===== config.mk =====
export PLATFORM = sky130hd
export DESIGN_NAME = loser_tree_kway_merge_core
export DESIGN_NICKNAME = d
export VERILOG_FILES = /design/src/rtl/ltkm_pkg.sv /design/src/rtl/loser_tree_kway_merge_core.sv /design/src/rtl/ltkm_ctrl.sv /design/src/rtl/ltkm_dpath.sv
export SDC_FILE = /design/constraint.sdc
export NUM_CORES = 1
export LEC_CHECK = 0
export BUFFER_PORTS_ARGS = -buffer_cell sky130_fd_sc_hd__buf_2
export CORE_ASPECT_RATIO = 1.25
export CORE_MARGIN = 2
export CORE_UTILIZATION = 62
export DETAILED_ROUTE_END_ITERATION = 8
export GPL_TIMING_DRIVEN = 0
export MAX_ROUTING_LAYER = met4
export PLACE_DENSITY = 0.8
export SYNTH_ARGS = -nofsm -noshare
export SYNTH_HDL_FRONTEND = slang
export SYNTH_SLANG_ARGS = --single-unit

===== constraint.sdc =====
create_clock -name clk -period 7.3 [get_ports clk]
set_input_delay 0.73 -clock clk [delete_from_list [all_inputs] [get_ports clk]]
set_output_delay 0.73 -clock clk [all_outputs]
set_load 0.01 [all_outputs]

===== src/rtl/ltkm_pkg.sv =====
// shared constants and controller/datapath interface types for the loser tree merge
`timescale 1ns / 1ps

package ltkm_pkg;

  // field widths
  localparam int KEY_W  = 32;
  localparam int INFO_W = 32;
  localparam int RUN_W  = 6;

  // default number of input runs
  localparam int NUM_RUNS_DEF = 8;

  // end-of-run sentinel key
  localparam logic signed [KEY_W-1:0] KEY_END = 32'sh7fff_ffff;

  // commands from the controller to the datapath
  typedef struct packed {
    logic accept;    // input item taken this cycle
    logic merging;   // block is in the merging phase
    logic rd_champ;  // read the climbing leaf record
    logic cap;       // capture climbing record, set first node
    logic rd_slot;   // read the loser slot of the current node
    logic rd_other;  // read the leaf record of that loser
    logic step;      // compare and move one level up
    logic emit;      // load the output register
  } cmd_t;

  // status from the datapath to the controller
  typedef struct packed {
    logic load_full;   // the item being loaded is the last head record
    logic at_top;      // current node is the last one below the root
    logic more_build;  // tree build has leaves left to replay
    logic is_end;      // winner holds the sentinel key
    logic out_free;    // output register can take a result
  } sts_t;

endpackage


===== src/rtl/loser_tree_kway_merge_core.sv =====
// top level of the k-way loser tree merge: controller, datapath and checks
`timescale 1ns / 1ps

// Merges NUM_RUNS sorted runs of (key, info) records into one sorted run.
// The first NUM_RUNS items load the head records of runs 0 to NUM_RUNS-1 and
// give no result; the last of them builds the tree and one result follows.
// Every later item must be the next record of the run named by the last
// src_run, and gives one result. A run ends with key 0x7fffffff; when that
// key wins, the result carries last = 1 and the next item starts a new
// merge at run 0. A merging item climbs the tree from its leaf; at each
// level it reads the loser slot memory, then the leaf record memory, then
// compares, one registered read per cycle. The build after the last head
// record replays every leaf in turn. The result sits in an output
// register, so the next item is taken while a result is still stalled.

module loser_tree_kway_merge_core #(
  parameter int NUM_RUNS = ltkm_pkg::NUM_RUNS_DEF
) (
  input  logic                                clk,
  input  logic                                rst,
  input  logic                                in_valid,
  output logic                                in_stall,
  input  logic signed [ltkm_pkg::KEY_W-1:0]   key,
  input  logic signed [ltkm_pkg::INFO_W-1:0]  info,
  output logic                                out_valid,
  input  logic                                out_stall,
  output logic signed [ltkm_pkg::KEY_W-1:0]   out_key,
  output logic signed [ltkm_pkg::INFO_W-1:0]  out_info,
  output logic [ltkm_pkg::RUN_W-1:0]          src_run,
  output logic                                last
);

  ltkm_pkg::cmd_t cmd;
  ltkm_pkg::sts_t sts;

  // sequencing
  ltkm_ctrl u_ctrl (
    .clk      (clk),
    .rst      (rst),
    .in_valid (in_valid),
    .in_stall (in_stall),
    .sts      (sts),
    .cmd      (cmd)
  );

  // storage and compare
  ltkm_dpath #(
    .NUM_RUNS (NUM_RUNS)
  ) u_dpath (
    .clk       (clk),
    .rst       (rst),
    .cmd       (cmd),
    .sts       (sts),
    .key       (key),
    .info      (info),
    .out_valid (out_valid),
    .out_stall (out_stall),
    .out_key   (out_key),
    .out_info  (out_info),
    .src_run   (src_run),
    .last      (last)
  );

  // a result is loaded only into a free output register
  a_emit_free: assert property (@(posedge clk) disable iff (rst)
    cmd.emit |-> sts.out_free)
    else $error("result loaded over a pending result");

  // at most one datapath command per cycle
  a_one_cmd: assert property (@(posedge clk) disable iff (rst)
    $onehot0({cmd.accept, cmd.rd_champ, cmd.cap, cmd.rd_slot, cmd.rd_other,
              cmd.step, cmd.emit}))
    else $error("overlapping datapath commands");

  // each level read is followed by its compare
  a_level_seq: assert property (@(posedge clk) disable iff (rst)
    cmd.rd_other |=> cmd.step)
    else $error("level compare did not follow its reads");

  // no item is taken while a replay is in progress
  a_no_accept_busy: assert property (@(posedge clk) disable iff (rst)
    cmd.cap |=> in_stall)
    else $error("input taken during a replay");

endmodule


===== src/rtl/ltkm_ctrl.sv =====
// controller state machine: loading, tree replay sequencing and result hand-off
`timescale 1ns / 1ps

module ltkm_ctrl (
  input  logic            clk,
  input  logic            rst,
  input  logic            in_valid,
  output logic            in_stall,
  input  ltkm_pkg::sts_t  sts,
  output ltkm_pkg::cmd_t  cmd
);

  typedef enum logic [6:0] {
    S_IDLE = 7'b000_0001,
    S_RDCH = 7'b000_0010,
    S_CAP  = 7'b000_0100,
    S_RDSL = 7'b000_1000,
    S_RDOT = 7'b001_0000,
    S_CMP  = 7'b010_0000,
    S_EMIT = 7'b100_0000
  } state_t;

  state_t state;
  state_t state_next;
  logic   merging;
  logic   merging_next;

  // input is taken only between replays
  assign in_stall = (state != S_IDLE);

  // command decode
  always_comb begin
    cmd          = '0;
    cmd.accept   = (state == S_IDLE) && in_valid;
    cmd.merging  = merging;
    cmd.rd_champ = (state == S_RDCH);
    cmd.cap      = (state == S_CAP);
    cmd.rd_slot  = (state == S_RDSL);
    cmd.rd_other = (state == S_RDOT);
    cmd.step     = (state == S_CMP);
    cmd.emit     = (state == S_EMIT) && sts.out_free;
  end

  // next state
  always_comb begin
    state_next   = state;
    merging_next = merging;
    unique case (state)
      S_IDLE: begin
        if (in_valid) begin
          if (merging) begin
            state_next = S_RDCH;
          end else if (sts.load_full) begin
            state_next   = S_RDCH;
            merging_next = 1'b1;
          end
        end
      end
      S_RDCH: state_next = S_CAP;
      S_CAP:  state_next = S_RDSL;
      S_RDSL: state_next = S_RDOT;
      S_RDOT: state_next = S_CMP;
      S_CMP: begin
        if (!sts.at_top) begin
          state_next = S_RDSL;
        end else if (sts.more_build) begin
          state_next = S_RDCH;
        end else begin
          state_next = S_EMIT;
        end
      end
      S_EMIT: begin
        if (sts.out_free) begin
          state_next = S_IDLE;
          if (sts.is_end) begin
            merging_next = 1'b0;
          end
        end
      end
      default: state_next = S_IDLE;
    endcase
  end

  // state registers
  always_ff @(posedge clk) begin
    if (rst) begin
      state   <= S_IDLE;
      merging <= 1'b0;
    end else begin
      state   <= state_next;
      merging <= merging_next;
    end
  end

endmodule


===== src/rtl/ltkm_dpath.sv =====
// datapath: leaf record memory, loser slot memory, replay registers and output register
`timescale 1ns / 1ps

module ltkm_dpath #(
  parameter int NUM_RUNS = ltkm_pkg::NUM_RUNS_DEF
) (
  input  logic                                clk,
  input  logic                                rst,
  input  ltkm_pkg::cmd_t                      cmd,
  output ltkm_pkg::sts_t                      sts,
  input  logic signed [ltkm_pkg::KEY_W-1:0]   key,
  input  logic signed [ltkm_pkg::INFO_W-1:0]  info,
  output logic                                out_valid,
  input  logic                                out_stall,
  output logic signed [ltkm_pkg::KEY_W-1:0]   out_key,
  output logic signed [ltkm_pkg::INFO_W-1:0]  out_info,
  output logic [ltkm_pkg::RUN_W-1:0]          src_run,
  output logic                                last
);

  localparam int KW    = ltkm_pkg::KEY_W;
  localparam int IW    = ltkm_pkg::INFO_W;
  localparam int RW    = ltkm_pkg::RUN_W;
  localparam int RECW  = KW + IW;
  localparam int LW    = $clog2(NUM_RUNS);
  localparam int SW    = $clog2(NUM_RUNS + 1);
  localparam logic [SW-1:0] VIRT      = SW'(NUM_RUNS);
  localparam logic [LW-1:0] LAST_LEAF = LW'(NUM_RUNS - 1);

  // storage
  logic [RECW-1:0] leaf_mem [NUM_RUNS];
  logic [SW-1:0]   slot_mem [NUM_RUNS];
  logic [RECW-1:0] leaf_rd;
  logic [SW-1:0]   slot_rd;
  logic [NUM_RUNS-1:0] slot_vld;

  // control state
  logic [LW-1:0] load_cnt;
  logic          building;
  logic [SW-1:0] winner;

  // replay registers
  logic [LW-1:0]           bld_idx;
  logic [SW-1:0]           champ;
  logic signed [KW-1:0]    champ_key;
  logic signed [IW-1:0]    champ_info;
  logic [LW-1:0]           node;
  logic [SW-1:0]           other;

  // combinational helpers
  logic                 champ_virt;
  logic                 other_virt;
  logic                 loses;
  logic [LW-1:0]        q_leaf;
  logic [LW-1:0]        wr_idx;
  logic [LW-1:0]        rd_idx;
  logic [LW:0]          leaf_sum;
  logic [LW-1:0]        node_up;
  logic [SW-1:0]        champ_step;
  logic signed [KW-1:0] other_key;

  assign champ_virt = (champ >= VIRT);
  assign other_virt = (other >= VIRT);
  assign other_key  = leaf_rd[RECW-1:IW];

  // climbing leaf loses on a strictly greater key or to the virtual leaf; the virtual leaf never loses
  assign loses = !champ_virt && (other_virt || (champ_key > other_key));
  assign champ_step = loses ? other : champ;

  // run whose leaf the next merging item replaces
  assign q_leaf = (winner >= VIRT) ? '0 : winner[LW-1:0];
  assign wr_idx = cmd.merging ? q_leaf : load_cnt;
  assign rd_idx = (slot_rd >= VIRT) ? '0 : slot_rd[LW-1:0];

  // first node above a leaf, and the parent of the current node
  assign leaf_sum = {1'b0, champ[LW-1:0]} + (LW+1)'(NUM_RUNS);
  assign node_up  = node >> 1;

  // status
  always_comb begin
    sts            = '0;
    sts.load_full  = (load_cnt == LAST_LEAF);
    sts.at_top     = (node_up == '0);
    sts.more_build = building && (bld_idx != '0);
    sts.is_end     = !champ_virt && (champ_key == ltkm_pkg::KEY_END);
    sts.out_free   = !out_valid || !out_stall;
  end

  // leaf record memory
  always_ff @(posedge clk) begin
    if (cmd.accept) begin
      leaf_mem[wr_idx] <= {key, info};
    end
    if (cmd.rd_champ) begin
      leaf_rd <= leaf_mem[champ[LW-1:0]];
    end else if (cmd.rd_other) begin
      leaf_rd <= leaf_mem[rd_idx];
    end
  end

  // loser slot memory, entries without a valid bit read as the virtual leaf
  always_ff @(posedge clk) begin
    if (cmd.step && loses) begin
      slot_mem[node] <= champ;
    end
    if (cmd.rd_slot) begin
      slot_rd <= slot_vld[node] ? slot_mem[node] : VIRT;
    end
  end

  // control registers
  always_ff @(posedge clk) begin
    if (rst) begin
      load_cnt  <= '0;
      building  <= 1'b0;
      slot_vld  <= '0;
      winner    <= VIRT;
      out_valid <= 1'b0;
    end else begin
      if (cmd.accept) begin
        if (cmd.merging) begin
          building <= 1'b0;
        end else if (load_cnt == LAST_LEAF) begin
          load_cnt <= '0;
          slot_vld <= '0;
          building <= 1'b1;
        end else begin
          load_cnt <= load_cnt + 1'b1;
        end
      end
      if (cmd.step) begin
        if (loses) begin
          slot_vld[node] <= 1'b1;
        end
        if (node_up == '0) begin
          winner <= champ_step;
        end
      end
      if (cmd.emit && sts.is_end) begin
        slot_vld <= '0;
        winner   <= VIRT;
        load_cnt <= '0;
      end
      if (cmd.emit) begin
        out_valid <= 1'b1;
      end else if (!out_stall) begin
        out_valid <= 1'b0;
      end
    end
  end

  // replay datapath registers
  always_ff @(posedge clk) begin
    if (cmd.accept) begin
      if (cmd.merging) begin
        champ <= SW'(q_leaf);
      end else begin
        champ   <= SW'(LAST_LEAF);
        bld_idx <= LAST_LEAF;
      end
    end
    if (cmd.cap) begin
      champ_key  <= leaf_rd[RECW-1:IW];
      champ_info <= leaf_rd[IW-1:0];
      node       <= leaf_sum[LW:1];
    end
    if (cmd.rd_other) begin
      other <= slot_rd;
    end
    if (cmd.step) begin
      if (loses) begin
        champ_key  <= leaf_rd[RECW-1:IW];
        champ_info <= leaf_rd[IW-1:0];
      end
      node <= node_up;
      // next leaf of the initial build, else the level winner climbs on
      if ((node_up == '0) && building && (bld_idx != '0)) begin
        bld_idx <= bld_idx - 1'b1;
        champ   <= SW'(bld_idx - 1'b1);
      end else if (loses) begin
        champ <= other;
      end
    end
  end

  // output register payload
  always_ff @(posedge clk) begin
    if (cmd.emit) begin
      out_key  <= champ_virt ? '0 : champ_key;
      out_info <= champ_virt ? '0 : champ_info;
      src_run  <= RW'(winner);
      last     <= sts.is_end;
    end
  end

endmodule

# Word level (Yosys, flattened, before mapping)
# Memory sizes are Yosys's and may differ from the RTL's. A register that Yosys moved wholly into a read port is not among the register bits.
# Cells that the tools add are included.
word_totals:
  ff_bits: 236
  latch_bits: 0
  ramBits: 544
  romBits: 0
  in_bits: 68
  output_inout_bits: 73
  wordCells: 132
  memories: 2
mem_list:
  columns: ["memory", "words", "width", "rd", "rd_ports_with_merged_regs", "wr", "line_no", "source"]
  rows:
  - ["u_dpath.leaf_mem", 8, 64, 2, 1, 1, "ltkm_dpath.sv:31", "logic [RECW-1:0] leaf_mem [NUM_RUNS];"]
  - ["u_dpath.slot_mem", 8, 4, 1, 1, 1, "ltkm_dpath.sv:32", "logic [SW-1:0] slot_mem [NUM_RUNS];"]
classes:
  add_sub_neg: 4
  n_mul: 0
  n_div: 0
  magnitude_cmp: 7
  eq_ne: 15
  shift: 0
  n_mux: 55
  n_bitwise: 2
  reduce_logical: 28
ops:
  columns: ["op", "count"]
  rows:
  - ["$mux W32", 6]
  - ["$mux W64", 2]
  - ["$pmux W7 S7", 1]
  - ["$mux W8", 6]
  - ["$mux W7", 6]
  - ["$eq A32 B32 Y1 const B", 1]
  - ["$gt A32 B32 Y1", 1]
  - ["$mux W3", 9]
  - ["$mux W4", 5]
  - ["$ge A4 B4 Y1 const B", 4]
  - ["$mux W1", 15]
  - ["$logic_and A1 B1 Y1", 10]
  - ["$or A8 B8 Y8", 1]
  - ["$reduce_bool A2 Y1", 4]
  - ["$eq A7 B1 Y1 const B", 1]
  - ["$eq A7 B2 Y1 const B", 1]
  - ["$eq A7 B3 Y1 const B", 1]
  - ["$eq A7 B4 Y1 const B", 1]
  - ["$eq A7 B5 Y1 const B", 1]
  - ["$eq A7 B6 Y1 const B", 1]
  - ["$eq A7 B7 Y1 const B", 1]
  - ["$ne A7 B1 Y1 const B", 1]
  - ["$ne A2 B1 Y1 const B", 3]
  - ["$reduce_and A2 Y1", 3]
  - ["other kinds (21)", 26]

# Longest topological paths before layout
logic_depth:
  ltp_word: 8
  depth_mapped: 12
  ltp_nobuf: 10

# Hierarchy
# A second synthesis with hierarchy kept.
unflattened:
  hier_cells: 2183
  hier_area_um2: 35052.4
by_module_without_submodules:
  columns: ["module", "n_inst", "cells_each", "area_per_inst_um2", "seq_area_each_um2"]
  rows:
  - ["ltkm_dpath", 1, 2126, 34540.6, 22411.5]
  - ["ltkm_ctrl", 1, 57, 511.7, 160.2]

# Least setup slack after synthesis
# Ideal clock, no wire load.
synth_timing:
  kind: "flip-flop to flip-flop"
  start: "register u_ctrl.state[0]"
  end: "register u_dpath.slot_vld[0]"
  setup_ns: 0.129
  t_arrival_ns: 5.676
  required_ns: 7.171
  slack_ns: 1.496
  path_stages_with_launch: 9
  path_buffers: 0
  period_less_slack_ns: 5.804
  path_cell_list: "dfxtp_1 -> or3_1 -> nor3_1 -> nand3b_1 -> a21oi_1 -> a21oi_1 -> o21a_1 -> nand2_1 -> o21ai_0"
synth_rtl:
  columns: ["item", "line_no", "source"]
  rows:
  - ["from (decl)", "ltkm_ctrl.sv:23", "state_t state;"]
  - ["from (signal assigned)", "ltkm_ctrl.sv:90", "state <= state_next;"]
  - ["to (signal assigned)", "ltkm_dpath.sv:116", "slot_vld <= '0;"]
  - ["to (signal assigned)", "ltkm_dpath.sv:125", "slot_vld <= '0;"]
  - ["to (signal, indexed assignment)", "ltkm_dpath.sv:133", "slot_vld[node] <= 1'b1;"]
  - ["to (decl)", "ltkm_dpath.sv:35", "logic [NUM_RUNS-1:0] slot_vld;"]

# Final worst setup path
layout_timing:
  start: "register u_ctrl.state[6]"
  end: "register u_dpath.leaf_rd[0] (data pin)"
layout_between:
  elab_chain_cells: 2
layout_lines:
  columns: ["item", "line_no", "source"]
  rows:
  - ["$eq A7 B2 Y1", "ltkm_ctrl.sv:36", "cmd.rd_champ = (state == S_RDCH);"]
  - ["$mux W64", "ltkm_dpath.sv:94", "if (cmd.rd_champ) begin"]
  - ["to (signal assigned)", "ltkm_dpath.sv:95", "leaf_rd <= leaf_mem[champ[LW-1:0]];"]
  - ["to (signal assigned)", "ltkm_dpath.sv:97", "leaf_rd <= leaf_mem[rd_idx];"]
  - ["to (decl)", "ltkm_dpath.sv:33", "logic [RECW-1:0] leaf_rd;"]
# No other way between the ends.
# A chain may end at the register's enable or synchronous reset.

==> results.cfg <==
[floorplan]
core_area_mm2 = 0.05583
initial_core_util = 0.6245
rows = 97
io_pins = 141
die_y_um = 269.1
dieArea_mm2 = 0.05816
die_x_um = 216.1

[logic_synthesis]
yosys.area.top_type_share = 0.5917
synth_seq_cells = 784
synthCells = 2238
synth_edf_count = 687
ys_warn_count = 0
async_reset_ff_frac = 0
yosysTopAreaCell = edfxtp_1
synthTopCellsByArea = edfxtp_1, mux4_2, dfxtp_1
yosysMostFrequentCell = edfxtp_1
muxShareOfSynthArea = 0.1961
synth_top_flop_cell = edfxtp_1
synth_top_family_by_area = multiplexers
ys_types = 55
syn_avg_cell_area_um2 = 15.58
synthTopCellsByCount = edfxtp_1, o21ai_0, mux4_2, mux2i_1, mux2_2
synth_xor_area_frac = 0
synthAdderAreaFrac = 0.01292
yosysSeqAreaShare = 0.6474
syn_area_mm2 = 0.03487
synth_compound_gate_area_share = 0.06937
synth-simple-area-share = 0.04895

[detailed_routing]
finalWirelength_um = 88770
via_count = 22000
drcViolationCount = 0
ant_nets = 0
routedWlPerCell_um = 26.97
dr.first_iter.drc_count = 3132
vias_per_cell = 6.686
drt-pass1-iter-count = 6

[global_routing]
grtUsageMet1 = 0.3923
track_usage = 0.3135
grt_pass1_vias = 22320
grtUsageMet3 = 0.07107
grt_max_degree = 42
top_usage_layer = met2
antenna_found_initial = 15
grt_first_pass_wirelength_um = 132900
grt_use_met2 = 0.4922
globalRoute.totalOverflow = 0

[pwr]
power_density_mw_per_mm2 = 237.8
netSwitchingPower_mw = 1.970
p_leak_nw = 13.60
p_int_mw = 7.456
finalPower_mw = 9.427
ir_worst_vdd_mv = 0.2025
switching_share = 0.2090
p_comb_frac = 0.054
power_frac_clock = 0.420
sequentialPowerShare = 0.527

[setup_path]
crit_family = buffers and inverters
crit_start = u_ctrl.state[6]$_SDFFE_PP0P_
reg2regPathDepth = 8
worst_ep_required_time_ns = 7.65
r2r_slack_ns = 3.70
critical_path_depth = 8
r2r-start = u_ctrl.state[6]$_SDFFE_PP0P_
rr_endpoint = u_dpath.leaf_rd[0]$_DFFE_PP_
critPathKind = flop to flop
crit_arrival_ns = 3.95
path_buf_inv = 3
endpoint = u_dpath.leaf_rd[0]$_DFFE_PP_
critical_path.max_stage_delay_ns = 0.72
startpoint_type = flop
cp_common_cell = clkbuf_1
slowest_stage = clkbuf_1
crit_fanout = 10
worstSetupEndpointType = flop
crit_chain = nor4_1 > nor2b_1 > nand3b_1 > clkbuf_1 > clkbuf_1 > clkbuf_1 > nand3_1 > o21ai_0

[placement]
dp_hpwl_um = 56410
dp_cells = 3142
port_buffers = 137
place_congestion = 0.8627

[clocking]
clock_path_buffers = 3
hold_buffers = 0
path_clk_slew_ns = 0.07
cts_resized = 0
cts_inserted_buffers = 73
htree_levels = 3
root_buffer = clkbuf_16
clkLatencyLatePin_ns = 0.63
cts_tree = yes
clock_sinks = 784
cts_setup_buffers = 0

[sta]
period_minus_slack_ns = 3.604
worst_pin_slew_ns = 1.135
fin_hold_ws_ns = 0.3633
finalHoldViolations = 0
final-setup-viol-count = 0
fin_crit_sh = 0.4937
max_clock_freq_mhz = 277.5
slew_viol_final = 0
tns_ns = 0
slew-limit-headroom = 0.2430
fin_skew_ns = 0.03805
rsz0062_at_grt = false

[job]
maxCapViolCount = 0

[final_layout]
register_area_mm2 = 0.02257
nets = 2579
layout.cells.non_filler = 3291
multi_input_comb_area_mm2 = 0.01150
layout-drive-gt1-share = 0.2514
fillers = 3459
syn2layout_area_growth_pct = 13.70

[worst_hold_path]
min-delay-start = info[5]
whs_path_depth = 1
worstHoldPathType = input pin to flop

[run_status]
status = completed
worst register-to-register path: stages, from the launching register on:
cell	delay, ns
dfxtp_1	0.42
nor4_1	0.10
nor2b_1	0.15
nand3b_1	0.37
clkbuf_1	0.72
clkbuf_1	0.57
clkbuf_1	0.63
nand3_1	0.13
o21ai_0	0.26
stage by stage:
step | util | worst slack, ns | cell area (um2)
after floorplan | - | 1.496 | 34870
after global placement | 0.6535 | -1.470 | 36480
after detailed placement | 0.6650 | 3.849 | 37130
after CTS | 0.7094 | 3.848 | 39600
after global routing | 0.7101 | 3.643 | 39640
final | 0.7101 | 3.696 | 39640
kinds of logic (layout without fill, tap and decap cells):
group	count (synthesis)	count (layout)
buf+inv	199	494
mux	464	464
simple gates	339	339
compound gates	415	415
fa+ha+maj	36	36
other cells	1	17
flops	784	784
power groups by stage:
stage,clock (mW),combinational [mW],sequential (mW)
2_1_floorplan,0,0.321,5.05
3_3_place_gp,0,0.464,5.06
3_5_place_dp,0,0.492,5.06
4_1_cts,3.97,0.498,4.96
5_1_grt,4.15,0.535,4.97
6_report,3.96,0.505,4.96
routing by layer:
layer | routed length, um | vias to the layer above
met5 | 0 | -
met4 | 3372 | 0
met3 | 10100 | 249
met2 | 43620 | 1567
met1 | 31680 | 10860
li1 | - | 9327
how the worst min path moves through the flow:
stage | to | slack (ns)
6_report | u_dpath.leaf_mem[6][5]$_DFFE_PP_ | 0.36
5_1_grt | u_dpath.leaf_mem[0][52]$_DFFE_PP_ | 0.37
4_1_cts | u_dpath.leaf_mem[7][18]$_DFFE_PP_ | 0.35
3_5_place_dp | u_dpath.slot_vld[4]$_SDFF_PP0_ | 0.44
3_3_place_gp | u_dpath.slot_vld[6]$_SDFF_PP0_ | 0.43
2_1_floorplan | u_dpath.slot_vld[6]$_SDFF_PP0_ | 0.42
cells in the final DEF, fill, tap and decap left out, drive strengths merged, types with 4 or more instances in the layout:
master,instances
ha,36
o31ai,4
nand4,12
nand3,72
a21o,7
nor3,12
inv,47
o21ai,212
nor2b,71
o21a,4
clkbuf,202
dfxtp,97
nand3b,5
clkinvlp,7
mux2,192
a21oi,102
buf,215
clkinv,14
nand2b,10
diode,15
mux2i,134
a31oi,6
nor2,36
nand2,101
bufinv,9
edfxtp,687
a221oi,65
mux4,138
layout make-up:
type / instances / area share
diodes: 15 / 0.0009469
plain buffers: 155 / 0.01799
clock buffers: 101 / 0.05189
clock inverters: 33 / 0.01064
inverters: 44 / 0.004166
multi-input cells: 1256 / 0.2901
flip-flops and latches: 784 / 0.5694
well taps: 742 / 0.02342
repair buffers: 161 / 0.03150
sequential cells by signal, summed over array words and instances, names as in the netlist:
signal and cells:
u_dpath.building 1, u_dpath.champ 4, u_dpath.slot_rd 4, u_dpath.last 1, u_ctrl.merging 1, u_dpath.winner 4, u_dpath.champ_info 32, u_dpath.leaf_rd 64
u_dpath.src_run 4, u_ctrl.state 7, u_dpath.leaf_mem 512, u_dpath.slot_vld 8, u_dpath.bld_idx 3, u_dpath.node 3, u_dpath.out_key 32, u_dpath.load_cnt 3
u_dpath.champ_key 32, u_dpath.other 4, u_dpath.out_info 32, u_dpath.slot_mem 32, u_dpath.out_valid 1
(Power assumes the default switching activity.)
